--- src/hdl/adbq_pkg.sv ---
// adbq_pkg: shared types and codes for the audio DMA buffer queue.
// No dependencies; used by adbq_front, adbq_back and audio_dma_buffer_queue.
package adbq_pkg;

    localparam int QUEUE_DEPTH = 2;   // default buffer queue depth
    localparam int FIFO_DEPTH  = 2;   // command queue between front and back
    localparam int FIFO_PW     = (FIFO_DEPTH > 1) ? $clog2(FIFO_DEPTH) : 1;
    localparam int FIFO_CW     = $clog2(FIFO_DEPTH + 1);

    localparam logic CMD_DRAIN = 1'b1;

    // classified operations
    localparam logic [1:0] OP_ENQ    = 2'd0;
    localparam logic [1:0] OP_REFUSE = 2'd1;
    localparam logic [1:0] OP_DRAIN  = 2'd2;

    // result kinds
    localparam logic [1:0] KIND_ENQ = 2'd0;
    localparam logic [1:0] KIND_SEG = 2'd1;
    localparam logic [1:0] KIND_SUM = 2'd2;

    typedef struct packed {
        logic [1:0]  op;
        logic [23:0] addr;
        logic [17:0] bytes;
        logic [15:0] frames;
    } t_op;

    typedef struct packed {
        logic [1:0]  kind;
        logic        accepted;
        logic [23:0] seg_addr;
        logic [15:0] seg_frames;
        logic [15:0] frames_written;
        logic [15:0] silence_frames;
        logic [18:0] outstanding_bytes;
        logic        status_full;
        logic        status_busy;
        logic [47:0] frames_played;
        logic [47:0] frames_dropped;
        logic        last;
    } t_result;

endpackage

--- src/hdl/adbq_front.sv ---
// adbq_front: takes command words, classifies them and queues them for the back end.
// Depends on adbq_pkg.
module adbq_front (
    input  logic               i_clk,
    input  logic               i_rst_n,
    input  logic               i_valid,
    output logic               o_ready,
    input  logic               i_cmd,
    input  logic [23:0]        i_buf_addr,
    input  logic [17:0]        i_buf_bytes,
    input  logic               i_addr_ok,
    input  logic [15:0]        i_frames_requested,
    output logic               o_op_valid,
    output adbq_pkg::t_op      o_op,
    input  logic               i_op_pop
);

    adbq_pkg::t_op                   r_mem [adbq_pkg::FIFO_DEPTH];
    logic [adbq_pkg::FIFO_PW-1:0]    r_wr_ptr;
    logic [adbq_pkg::FIFO_PW-1:0]    r_rd_ptr;
    logic [adbq_pkg::FIFO_CW-1:0]    r_count;
    adbq_pkg::t_op                   w_op;
    logic                            w_push;
    logic                            w_pop;

    function automatic logic [adbq_pkg::FIFO_PW-1:0] f_inc(
        input logic [adbq_pkg::FIFO_PW-1:0] p
    );
        if (p == adbq_pkg::FIFO_PW'(adbq_pkg::FIFO_DEPTH - 1)) begin
            return '0;
        end else begin
            return p + 1'b1;
        end
    endfunction

    // classify: drain, or enqueue that is refused on a bad address up front
    always_comb begin
        w_op.addr   = i_buf_addr;
        w_op.bytes  = i_buf_bytes;
        w_op.frames = i_frames_requested;
        if (i_cmd == adbq_pkg::CMD_DRAIN) begin
            w_op.op = adbq_pkg::OP_DRAIN;
        end else if (i_addr_ok) begin
            w_op.op = adbq_pkg::OP_ENQ;
        end else begin
            w_op.op = adbq_pkg::OP_REFUSE;
        end
    end

    assign o_ready    = (r_count != adbq_pkg::FIFO_CW'(adbq_pkg::FIFO_DEPTH));
    assign o_op_valid = (r_count != '0);
    assign o_op       = r_mem[r_rd_ptr];
    assign w_push     = i_valid && o_ready;
    assign w_pop      = i_op_pop && o_op_valid;

    always_ff @(posedge i_clk) begin
        if (w_push) begin
            r_mem[r_wr_ptr] <= w_op;
        end
    end

    always_ff @(posedge i_clk) begin
        if (!i_rst_n) begin
            r_wr_ptr <= '0;
            r_rd_ptr <= '0;
            r_count  <= '0;
        end else begin
            if (w_push) begin
                r_wr_ptr <= f_inc(r_wr_ptr);
            end
            if (w_pop) begin
                r_rd_ptr <= f_inc(r_rd_ptr);
            end
            if (w_push && !w_pop) begin
                r_count <= r_count + 1'b1;
            end else if (!w_push && w_pop) begin
                r_count <= r_count - 1'b1;
            end
        end
    end

endmodule

--- src/hdl/adbq_back.sv ---
// adbq_back: buffer queue state, drain sequencer and registered result word.
// Depends on adbq_pkg.
module adbq_back #(
    parameter int QUEUE_DEPTH = adbq_pkg::QUEUE_DEPTH
) (
    input  logic               i_clk,
    input  logic               i_rst_n,
    input  logic               i_op_valid,
    input  adbq_pkg::t_op      i_op,
    output logic               o_op_pop,
    output logic               o_valid,
    input  logic               i_ready,
    output adbq_pkg::t_result  o_res
);

    localparam int CW = $clog2(QUEUE_DEPTH + 1);

    localparam logic [1:0] S_IDLE  = 2'd0;
    localparam logic [1:0] S_CALC  = 2'd1;
    localparam logic [1:0] S_APPLY = 2'd2;
    localparam logic [1:0] S_SUM   = 2'd3;

    logic [23:0] r_addr [QUEUE_DEPTH];
    logic [17:0] r_bytes[QUEUE_DEPTH];
    logic [17:0] r_cons [QUEUE_DEPTH];
    logic [23:0] n_addr [QUEUE_DEPTH];
    logic [17:0] n_bytes[QUEUE_DEPTH];
    logic [17:0] n_cons [QUEUE_DEPTH];

    logic [CW-1:0] r_count,   n_count;
    logic [18:0]   r_outst,   n_outst;
    logic [47:0]   r_played,  n_played;
    logic [47:0]   r_dropped, n_dropped;
    logic [1:0]    r_state,   n_state;
    logic [15:0]   r_frames,  n_frames;
    logic [15:0]   r_written, n_written;
    logic [15:0]   r_n,       n_n;
    logic          r_pop,     n_pop;
    logic [1:0]    r_rem_lo,  n_rem_lo;
    logic          r_out_valid, n_out_valid;
    adbq_pkg::t_result r_out, n_out;

    logic        w_slot_free;
    logic        w_emit;
    logic [17:0] w_rem;
    logic [15:0] w_rframes;
    logic [15:0] w_need;

    assign w_slot_free = !r_out_valid || i_ready;
    assign w_rem       = r_bytes[0] - r_cons[0];
    assign w_rframes   = w_rem[17:2];
    assign w_need      = r_frames - r_written;

    always_comb begin
        n_addr      = r_addr;
        n_bytes     = r_bytes;
        n_cons      = r_cons;
        n_count     = r_count;
        n_outst     = r_outst;
        n_played    = r_played;
        n_dropped   = r_dropped;
        n_state     = r_state;
        n_frames    = r_frames;
        n_written   = r_written;
        n_n         = r_n;
        n_pop       = r_pop;
        n_rem_lo    = r_rem_lo;
        n_out       = r_out;
        n_out_valid = r_out_valid && !i_ready;
        o_op_pop    = 1'b0;
        w_emit      = 1'b0;
        n_out.kind           = adbq_pkg::KIND_ENQ;
        n_out.accepted       = 1'b0;
        n_out.seg_addr       = '0;
        n_out.seg_frames     = '0;
        n_out.frames_written = '0;
        n_out.silence_frames = '0;
        n_out.last           = 1'b1;

        case (r_state)
            S_IDLE: begin
                if (i_op_valid && w_slot_free) begin
                    o_op_pop = 1'b1;
                    case (i_op.op)
                        adbq_pkg::OP_ENQ: begin
                            w_emit = 1'b1;
                            if (r_count != CW'(QUEUE_DEPTH)) begin
                                for (int i = 0; i < QUEUE_DEPTH; i++) begin
                                    if (r_count == CW'(i)) begin
                                        n_addr[i]  = i_op.addr;
                                        n_bytes[i] = i_op.bytes;
                                        n_cons[i]  = '0;
                                    end
                                end
                                n_count        = r_count + 1'b1;
                                n_outst        = r_outst + {1'b0, i_op.bytes};
                                n_out.accepted = 1'b1;
                            end
                        end
                        adbq_pkg::OP_REFUSE: begin
                            w_emit = 1'b1;
                        end
                        adbq_pkg::OP_DRAIN: begin
                            n_frames  = i_op.frames;
                            n_written = '0;
                            n_state   = S_CALC;
                        end
                        default: begin
                            n_state = S_IDLE;
                        end
                    endcase
                end
            end
            S_CALC: begin
                if (r_written == r_frames || r_count == '0) begin
                    n_state = S_SUM;
                end else begin
                    n_n      = (w_rframes < w_need) ? w_rframes : w_need;
                    n_pop    = (w_rframes == '0);
                    n_rem_lo = w_rem[1:0];
                    n_state  = S_APPLY;
                end
            end
            S_APPLY: begin
                if (r_pop) begin
                    // short head buffer: drop it and its leftover bytes
                    for (int i = 0; i < QUEUE_DEPTH - 1; i++) begin
                        n_addr[i]  = r_addr[i + 1];
                        n_bytes[i] = r_bytes[i + 1];
                        n_cons[i]  = r_cons[i + 1];
                    end
                    n_count = r_count - 1'b1;
                    n_outst = r_outst - {17'd0, r_rem_lo};
                    n_state = S_CALC;
                end else if (w_slot_free) begin
                    w_emit               = 1'b1;
                    n_out.kind           = adbq_pkg::KIND_SEG;
                    n_out.last           = 1'b0;
                    n_out.seg_addr       = r_addr[0] + {6'd0, r_cons[0]};
                    n_out.seg_frames     = r_n;
                    n_cons[0]            = r_cons[0] + {r_n, 2'b00};
                    n_written            = r_written + r_n;
                    n_played             = r_played + {32'd0, r_n};
                    n_outst              = r_outst - {1'b0, r_n, 2'b00};
                    n_state              = S_CALC;
                end
            end
            S_SUM: begin
                if (w_slot_free) begin
                    w_emit               = 1'b1;
                    n_out.kind           = adbq_pkg::KIND_SUM;
                    n_out.frames_written = r_written;
                    n_out.silence_frames = w_need;
                    n_dropped            = r_dropped + {32'd0, w_need};
                    n_state              = S_IDLE;
                end
            end
            default: begin
                n_state = S_IDLE;
            end
        endcase

        // status reflects the state after this step
        n_out.outstanding_bytes = n_outst;
        n_out.status_full       = (n_count == CW'(QUEUE_DEPTH));
        n_out.status_busy       = (n_count != '0);
        n_out.frames_played     = n_played;
        n_out.frames_dropped    = n_dropped;
        if (w_emit) begin
            n_out_valid = 1'b1;
        end else begin
            n_out = r_out;
        end
    end

    always_ff @(posedge i_clk) begin
        r_addr   <= n_addr;
        r_bytes  <= n_bytes;
        r_cons   <= n_cons;
        r_frames <= n_frames;
        r_written <= n_written;
        r_n      <= n_n;
        r_pop    <= n_pop;
        r_rem_lo <= n_rem_lo;
        r_out    <= n_out;
    end

    always_ff @(posedge i_clk) begin
        if (!i_rst_n) begin
            r_count     <= '0;
            r_outst     <= '0;
            r_played    <= '0;
            r_dropped   <= '0;
            r_state     <= S_IDLE;
            r_out_valid <= 1'b0;
        end else begin
            r_count     <= n_count;
            r_outst     <= n_outst;
            r_played    <= n_played;
            r_dropped   <= n_dropped;
            r_state     <= n_state;
            r_out_valid <= n_out_valid;
        end
    end

    assign o_valid = r_out_valid;
    assign o_res   = r_out;

endmodule

--- src/hdl/audio_dma_buffer_queue.sv ---
// audio_dma_buffer_queue: an enqueue reply passes through the command queue and the result reg.
// A drain is popped from the command queue, then takes one check/apply pair per read segment
// or popped short buffer, then a final check, then the summary.
// The back end takes a new command only when idle; result stalls hold it.
// Synchronous active-low reset: queue empty, counters zero, no result pending.
// Depends on adbq_pkg, adbq_front, adbq_back.
module audio_dma_buffer_queue #(
    parameter int QUEUE_DEPTH = adbq_pkg::QUEUE_DEPTH
) (
    input  logic        i_clk,
    input  logic        i_rst_n,
    // command words
    input  logic        i_valid,
    output logic        o_ready,
    input  logic        i_cmd,
    input  logic [23:0] i_buf_addr,
    input  logic [17:0] i_buf_bytes,
    input  logic        i_addr_ok,
    input  logic [15:0] i_frames_requested,
    // result words
    output logic        o_valid,
    input  logic        i_ready,
    output logic [1:0]  o_kind,
    output logic        o_accepted,
    output logic [23:0] o_seg_addr,
    output logic [15:0] o_seg_frames,
    output logic [15:0] o_frames_written,
    output logic [15:0] o_silence_frames,
    output logic [18:0] o_outstanding_bytes,
    output logic        o_status_full,
    output logic        o_status_busy,
    output logic [47:0] o_frames_played,
    output logic [47:0] o_frames_dropped,
    output logic        o_last
);

    // front/back link: classified command words
    logic               w_op_valid;
    logic               w_op_pop;
    adbq_pkg::t_op      w_op;
    adbq_pkg::t_result  w_res;

    // front: accept and classify, buffer up to two words
    adbq_front u_front (
        .i_clk              (i_clk),
        .i_rst_n            (i_rst_n),
        .i_valid            (i_valid),
        .o_ready            (o_ready),
        .i_cmd              (i_cmd),
        .i_buf_addr         (i_buf_addr),
        .i_buf_bytes        (i_buf_bytes),
        .i_addr_ok          (i_addr_ok),
        .i_frames_requested (i_frames_requested),
        .o_op_valid         (w_op_valid),
        .o_op               (w_op),
        .i_op_pop           (w_op_pop)
    );

    // back: buffer queue, counters, drain sequencer, result register
    adbq_back #(
        .QUEUE_DEPTH (QUEUE_DEPTH)
    ) u_back (
        .i_clk      (i_clk),
        .i_rst_n    (i_rst_n),
        .i_op_valid (w_op_valid),
        .i_op       (w_op),
        .o_op_pop   (w_op_pop),
        .o_valid    (o_valid),
        .i_ready    (i_ready),
        .o_res      (w_res)
    );

    // unpack result word onto ports
    assign o_kind              = w_res.kind;
    assign o_accepted          = w_res.accepted;
    assign o_seg_addr          = w_res.seg_addr;
    assign o_seg_frames        = w_res.seg_frames;
    assign o_frames_written    = w_res.frames_written;
    assign o_silence_frames    = w_res.silence_frames;
    assign o_outstanding_bytes = w_res.outstanding_bytes;
    assign o_status_full       = w_res.status_full;
    assign o_status_busy       = w_res.status_busy;
    assign o_frames_played     = w_res.frames_played;
    assign o_frames_dropped    = w_res.frames_dropped;
    assign o_last              = w_res.last;

    // a segment is never the final word and always moves frames
    a_seg_shape: assert property (@(posedge i_clk) disable iff (!i_rst_n)
        (o_valid && o_kind == adbq_pkg::KIND_SEG) |-> (!o_last && o_seg_frames != '0))
        else $error("segment word with last set or zero frames");

    // replies and summaries close their command
    a_final_last: assert property (@(posedge i_clk) disable iff (!i_rst_n)
        (o_valid && (o_kind == adbq_pkg::KIND_ENQ || o_kind == adbq_pkg::KIND_SUM))
        |-> o_last)
        else $error("reply or summary word without last");

    // full queue implies busy
    a_full_busy: assert property (@(posedge i_clk) disable iff (!i_rst_n)
        o_valid |-> (o_status_busy || !o_status_full))
        else $error("status full without busy");

endmodule

--- config.mk ---
export PLATFORM = sky130hd
export DESIGN_NAME = audio_dma_buffer_queue
export DESIGN_NICKNAME = d
export VERILOG_FILES = /design/src/hdl/adbq_pkg.sv /design/src/hdl/adbq_front.sv /design/src/hdl/adbq_back.sv /design/src/hdl/audio_dma_buffer_queue.sv
export SDC_FILE = /design/constraint.sdc
export NUM_CORES = 1
export LEC_CHECK = 0
export ABC_AREA = 1
export BUFFER_PORTS_ARGS = -buffer_cell sky130_fd_sc_hd__buf_2
export CAP_MARGIN = 30
export CORE_ASPECT_RATIO = 0.7
export CORE_MARGIN = 5
export CORE_UTILIZATION = 25
export DETAILED_ROUTE_END_ITERATION = 6
export PLACE_DENSITY_LB_ADDON = 0.2
export SKIP_LAST_GASP = 1
export SYNTH_ARGS = -nofsm -noshare
export SYNTH_HDL_FRONTEND = slang
export SYNTH_SLANG_ARGS = --single-unit
--- constraint.sdc ---
create_clock -name i_clk -period 15.1 [get_ports i_clk]
set_clock_uncertainty 0.1 [all_clocks]
set_input_delay 0.755 -clock i_clk [delete_from_list [all_inputs] [get_ports i_clk]]
set_output_delay 0.755 -clock i_clk [all_outputs]
set_load 0.005 [all_outputs]
==> metrics.md, run 1 <==
| Metric | Value |
|---|---|
| Status | `finished clean` |
| Setup slack, reg-to-reg | `between 10000 and 15000 ps` |
| H-tree levels | `3` |
| Worst EP arrival | `~4700 ps` |
| Layout cell share with drive strength beyond 1 | `between 10% and 20%` |
| Root Buffer | `clkbuf_16` |
| Pwr dens | `217 mW/mm^2` |
| Slew Limit Headroom | `roughly 39%` |
| Avg Inst Size Synth | `about 8.7 um^2` |
| Setup violators final | `0` |
| Final Critical Period | `approximately 4400 ps` |
| Unrepaired setup endpoints after global routing | `no` |
| Global placement routability congestion | `0.865` |
| Vias per cell | `4.47` |
| CTS Buf Count | `69` |
| Core Footprint | `approximately 0.13 mm^2` |
| CP Launch Type | `register` |
| Initial antenna violation count | `11` |
| Area Overhead vs Synth | `18.2%` |
| Synth Register Bits | `roughly 590` |
| Clock tree buffer depth | `3` |
| Clk_lat worst skew | `660 ps` |
| Cts repair resizes | `0` |
| Gr usage total | `between 10% and 20%` |
| Max-Cap Viols | `0` |
| Max Slew Vio Count | `0` |
| Die Area | `around 0.13 mm^2` |
| First-pass GRT wire length | `155 mm` |
| Pleak | `approximately 0.016 uW` |
| Peak VDD IR | `around 0.11 mV` |
| Hold Path Class | `in -> reg` |
| Total power | `approximately 8100 uW` |
| Top-area cell type share of the netlist area | `between 40% and 50%` |
| DR pass1 iterations | `5` |
| Crit. End Element | `register` |
| HPWL after DPL | `approximately 80 mm` |
| Critical Path RT | `15410 ps` |
| Yosys warning count | `0` |
| Remaining antenna violation count | `0` |
| Residual DRC | `0` |
| Port bufs | `roughly 260` |
| Via Count | `around 25000` |
| Ys async rst share | `0%` |
| Worst-Margin Slew | `around 910 ps` |
| Synth top area cells | `edfxtp_1, nand2_1, dfxtp_1, ha_1, inv_1` |
| I/O pins | `approximately 260` |
| Most common cell after layout, fill and taps aside | `nand2_1` |
| Final nets | `4142` |
| Starting density of the core | `between 20% and 30%` |
| Width of the die | `around 430 um` |
| Pin count of the biggest net entering global routing | `75` |
| Max Clk Rate | `around 230 MHz` |
| CTS tree | `yes` |
| Die Height | `307 um` |
| First DRT Iteration DRCs | `approximately 2100` |
| Largest area contributor in the netlist | `edfxtp_1` |
| Fin. Hold Viols | `0` |
| CP Class | `reg -> reg` |
| Post-Route WL | `between 100 and 150 mm` |
| Total gr overflow | `0` |
| CTS clk-pin slew, worst paths | `60 ps` |
| Synthesized area | `0.0315 mm^2` |
| Vias in the first global route | `roughly 24000` |
| Wire per inst | `approximately 19 um` |
| Period utilization | `about 29%` |
| Setup_tns | `0 ps` |
| EDFF count, synth | `roughly 460` |
| Unique masters post-synth | `57` |
| Clock sinks | `589` |
| Mapped Nets | `between 3000 and 4000` |
| Top_reg_cell synth | `edfxtp_1` |
| Post-CTS Hold Buffers | `0` |
| Worst Path Max Fanout | `4` |
| Commonest non-fill, non-tap cells in the layout | `nand2_1, edfxtp_1, inv_1` |
| # Post-CTS Setup Buffers | `0` |
| Row count | `~110` |
| Seq/Total Area, Yosys | `52.2%` |
| Mapped Cells | `around 3600` |
-- logic make-up (layout without fill, tap and decap cells) --
| kind of cell | Yosys count | in the layout | share of synthesized area, % |
|---|---|---|---|
| adder cells (fa/ha/maj) | 174 | 174 | 7.12 |
| AO/OA/AOI/OAI | 483 | 483 | 8.29 |
| flip-flops | 589 | 589 | 52.2 |
| AND/OR/NAND/NOR | 1757 | 1757 | 23.6 |
| other | 0 | 5 | 0 |
| XOR/XNOR | 85 | 85 | 2.36 |
| buffers and inverters | 531 | 871 | 6.46 |
-- state kept, by name, summed over array words and instances (netlist names), 19 cells and up, named ones only --
name              count
u_back.o_res        193
u_back.r_addr        48
u_back.r_bytes       36
u_back.r_dropped     48
u_back.r_outst       19
u_back.r_played      48
u_front.r_mem       120
-- power by group --
group          internal [uW]  leakage [uW]  switching [uW]  total [uW]
sequential              2400       0.00540             271        2670
clock                   1080       0.00117             723        1810
combinational           1100       0.00978            2520        3610
total                   4580        0.0163            3510        8090
-- metal layers --
metal  vias up  global-route usage [%]  share of wire, %
met5         -                       0             0.093
met4        16                    3.20               1.9
met3       128                    2.98               5.4
met2       608                    22.4                41
met1     11699                    23.9                52
li1      12709                       -                 -
-- critical path: stages (launching register included) --
cell      delay (ps)
edfxtp_1         400
ha_1             180
inv_1             70
fa_1             400
nand3_1          100
nand3_1          140
nand2_1           90
nand3_1          150
nand2_1          110
o211ai_1         100
xor2_1           470
inv_1            150
ha_1             400
nand2_1          120
nor2_1           150
nand2_1           70
inv_1             70
nand4_1           70
nand3_1          170
nand3_1          240
nor2_1           200
xnor2_1          160
inv_1             60
-- area by class of cell --
cell class | instances | area [um^2]
multi-input combinational | 2499 | 13100
tap | 1665 | 2080
inverter | 457 | 1720
clock buffer | 81 | 1840
sequential | 589 | 16400
clock inverter | 45 | 577
fill | 13446 | 88500
timing repair buffer | 288 | 1510
antenna | 5 | 12.5
-- synth_stat cells (3+ instances only) --
cell type and n:
o21ai_0 146, nand2_2 5, inv_1 446, buf_1 7
nand4_1 62, nor4_1 11, a31oi_1 8, xnor2_1 38
o31ai_1 3, nand3b_1 16, nand3_2 4, edfxtp_1 464
clkbuf_1 43, ha_1 165, nand2_1 967, dfxtp_1 125
xor2_1 47, a211oi_1 3, nor2_1 355, and2_1 7
or2_2 18, fa_1 9, o211ai_1 11, o21a_1 8
a21boi_0 3, o21ai_1 7, nor3_1 47, nand3_1 240
clkinv_1 4, a21o_1 16, nor2_2 6, buf_2 21
o22ai_1 3, a21oi_1 252, inv_2 7, or2_1 4
o311ai_0 3, nor2_4 3, o21bai_1 13
-- stage by stage --
| stage | worst slack [ps] | util, % | area [um^2] | std cells | hold slack (ps) |
|---|---|---|---|---|---|
| 2_1_floorplan | 3860 | - | 31500 | 3619 | 300 |
| 6_report | 10690 | 29.6 | 37300 | 5629 | 188 |
| 4_1_cts | 10720 | 29.6 | 37200 | 5624 | 125 |
| 3_3_place_gp | 10530 | 27.7 | 34800 | 5497 | 302 |
| 5_1_grt | 10350 | 29.6 | 37200 | 5624 | 139 |
| 3_5_place_dp | 10500 | 27.7 | 34800 | 5498 | 307 |
-- worst paths after layout --
check                      start                   end  cells past startpoint
max          u_back.r_written[0]      u_back.o_res[34]                     22
max reg2reg  u_back.r_written[0]      u_back.o_res[34]                     22
min reg2reg   u_back.r_bytes[18]    u_back.r_rem_lo[0]                      0
min              i_buf_bytes[11]  u_front.r_mem[0][27]                      1
No activity file was read; power rests on OpenSTA's default activity.
==> inputs of run 2 (changes only) <==
==> constraint.sdc (replaced) <==
create_clock -name i_clk -period 3.7 [get_ports i_clk]
set_clock_uncertainty 0.1 [all_clocks]
set_input_delay 0.185 -clock i_clk [delete_from_list [all_inputs] [get_ports i_clk]]
set_output_delay 0.185 -clock i_clk [all_outputs]
set_load 0.005 [all_outputs]
==> metrics.md, run 2 (same netlist as run 1, synthesis figures left out) <==
| Metric | Value |
|---|---|
| R2r worst-path depth | `21 (-4.5%)` |
| Gr usage total | `15.9% (+0.43 points)` |
| Worst Path Max Fanout | `4 (unchanged)` |
| Min-Delay Startpoint | `i_buf_addr[16]` |
| Worst R2R End | `u_back.o_res[8]` |
| Final nets | `4341 (+4.8%)` |
| Internal power | `19900 uW (+340%)` |
| Initial antenna violation count | `3 (-8)` |
| Wire per inst | `18.6 um (-0.60%)` |
| Clk_lat worst skew | `680 ps (+20 ps)` |
| Commonest non-fill, non-tap cells in the layout | `nand2_1, edfxtp_1, inv_1` |
| Pleak | `0.0173 uW (+6.1%)` |
| Row count | `109 (unchanged)` |
| Die Area | `0.133 mm^2 (unchanged)` |
| Most used cell, CP | `buf_4` |
| Worst EP arrival | `3930 ps (-790 ps)` |
| Max-Cap Viols | `0 (unchanged)` |
| Root Buffer | `clkbuf_16` |
| Slowest cell on crit path | `fa_2` |
| Post-Route WL | `108 mm (+2.9%)` |
| CP Launch Type | `register` |
| Most common cell after layout, fill and taps aside | `nand2_1` |
| Total gr overflow | `0 (unchanged)` |
| CTS Buf Count | `70 (+1.4%)` |
| Status | `finished clean` |
| Worst Hold End | `u_front.r_mem[0][50]` |
| Area Overhead vs Synth | `25.5%` |
| Slew Limit Headroom | `37.6% (-1.6 points)` |
| Width of the die | `434 um (unchanged)` |
| Clock network power share | `20.4% (-1.9 points)` |
| Unrepaired setup endpoints after global routing | `yes` |
| Fin. Hold Viols | `0 (unchanged)` |
| Starting density of the core | `25.1% (unchanged)` |
| Via Count | `25786 (+2.5%)` |
| HPWL after DPL | `82.4 mm (+2.8%)` |
| Final WS setup | `54.7 ps (-10630 ps)` |
| Max Slew Vio Count | `0 (unchanged)` |
| Placed instance count | `5621 (+2.2%)` |
| Setup violators final | `0 (unchanged)` |
| Layout Cells excl Fill | `5830 (+3.6%)` |
| CP max stage delay | `390 ps (-80 ps)` |
| CP top delay family | `buffers and inverters` |
| Buf/Inv on CP | `8 (+4)` |
| Period utilization | `98.5% (+69 points)` |
| Layout cell share with drive strength beyond 1 | `16.8% (+5.2 points)` |
| Global placement routability congestion | `0.886 (+2.5%)` |
| CP Class | `reg -> reg` |
| Setup_tns | `0 ps (unchanged)` |
| Residual DRC | `0 (unchanged)` |
| Psw | `15100 uW (+330%)` |
| Core Footprint | `0.126 mm^2 (unchanged)` |
| Peak VDD IR | `0.396 mV (+270%)` |
| Hold Path Cell Cnt | `2 (+1)` |
| Vias per cell | `4.42 (-1.0%)` |
| Setup slack, reg-to-reg | `50 ps (-10630 ps)` |
| Comb pwr share | `48.6% (+3.9 points)` |
| First-pass GRT wire length | `160 mm (+3.0%)` |
| Max Clk Rate | `274 MHz (+21%)` |
| CTS clk-pin slew, worst paths | `60 ps (about the same)` |
| Clock sinks | `589 (unchanged)` |
| H-tree levels | `3 (unchanged)` |
| Pwr dens | `886 mW/mm^2 (+310%)` |
| CTS tree | `yes` |
| Hold Path Class | `in -> reg` |
| Vias in the first global route | `24570 (+3.5%)` |
| DR pass1 iterations | `6 (+1)` |
| Largest register FFs | `193 (unchanged)` |
| Total power | `35100 uW (+330%)` |
| Final Critical Period | `3650 ps (-769 ps)` |
| I/O pins | `259 (unchanged)` |
| Worst-Margin Slew | `934 ps (+21.6 ps)` |
| Die Height | `307 um (unchanged)` |
| Crit. End Element | `register` |
| Critical Path RT | `3980 ps (-11430 ps)` |
| Remaining antenna violation count | `0 (unchanged)` |
| Cell Chain, Critical Path | `inv_1 > ha_2 > inv_2 > fa_2 > nand3_2 > nand3_4 > buf_4 > buf_4 > xor2_1 > buf_4 > ha_1 > a21oi_1 > buf_4 > nor2_1 > nor2_2 > nand2_2 > buf_4 > nand2_1 > nand3_1 > o21ai_1 > inv_1` |
| Sw Share | `43.1% (-0.26 points)` |
| First DRT Iteration DRCs | `1761 (-16%)` |
| Pin count of the biggest net entering global routing | `71 (-5.3%)` |
| Port bufs | `258 (unchanged)` |
| Reg power frac | `31.0% (-2.0 points)` |
| Dpl ws | `-153 ps (-10650 ps)` |
| Reg2reg start | `u_back.r_frames[0]` |
| Clock tree buffer depth | `3 (unchanged)` |
run 2: cell count changes in the layout (fill, tap and decap cells not counted), sizes merged:
cell / before / now
clkbuf: 81 / 92
buf: 288 / 424
dlygate4sd3: 0 / 62
bufinv: 12 / 8
clkinv: 26 / 22
run 2: worst reg2reg max path, stage by stage (launching register included):
cell	delay (ps)
edfxtp_1	360
inv_1	60
ha_2	160
inv_2	40
fa_2	390
nand3_2	90
nand3_4	80
buf_4	140
buf_4	120
xor2_1	130
buf_4	140
ha_1	320
a21oi_1	170
buf_4	140
nor2_1	40
nor2_2	130
nand2_2	90
buf_4	150
nand2_1	50
nand3_1	60
o21ai_1	300
inv_1	100
run 2: metrics by stage:
| step | hold WS [ps] | cell area [um^2] | util, % |
|---|---|---|---|
| 2_1_floorplan | 184 | 31500 | - |
| 3_3_place_gp | 274 | 35900 | 28.5 |
| 3_5_place_dp | 276 | 35900 | 28.5 |
| 4_1_cts | 79.7 | 38900 | 30.9 |
| 5_1_grt | 99.0 | 39500 | 31.4 |
| 6_report | 142 | 39500 | 31.4 |
run 2: layout make-up:
type                       count  area (um^2)
sequential                   589        16400
antenna                        5         12.5
clock inverter                37          419
clock buffer                  92         1890
inverter                     457         1720
timing repair buffer         486         3300
tap                         1665         2080
multi-input combinational   2499        13700
fill                       13278        86200
run 2: layer usage:
layer / up-vias / track usage, % / wire length (um)
met3: 105 / 2.87 / 5170
met4: 0 / 3.60 / 2130
met2: 553 / 23.4 / 45300
met1: 12019 / 24.3 / 55900
met5: - / 0 / 0
li1: 13109 / - / -
run 2: power groups by stage:
| stage | clock [uW] | sequential, uW | combinational (uW) |
|---|---|---|---|
| 6_report | 7140 | 10900 | 17000 |
| 5_1_grt | 7670 | 11000 | 19000 |
| 4_1_cts | 7400 | 10900 | 16600 |
| 3_5_place_dp | 0 | 11000 | 16400 |
| 3_3_place_gp | 0 | 11000 | 16500 |
| 2_1_floorplan | 0 | 9940 | 9040 |
run 2: worst max path at each step:
stage                                   start               end  slack [ps]  depth (start not counted)
after floorplan             u_back.r_state[0]   u_back.o_res[0]       -7150                          6
after global placement     u_back.r_frames[0]  u_back.o_res[42]        -130                         24
after detailed placement  u_back.r_written[1]  u_back.o_res[42]        -150                         24
after CTS                  u_back.r_frames[0]  u_back.o_res[28]         0.5                         25
after global routing      u_back.r_written[5]  u_back.o_res[45]        -210                         22
final                      u_back.r_frames[0]   u_back.o_res[8]          50                         21
run 2: what timing repair did:
action / in CTS / in global routing
resized for setup: 23 / 120
setup endpoints to repair: 57 / 91
setup buffers: 0 / 13
hold endpoints to repair: 147 / 0
pin swaps: 4 / 44
cloned: 0 / 0
hold buffers: 62 / 0
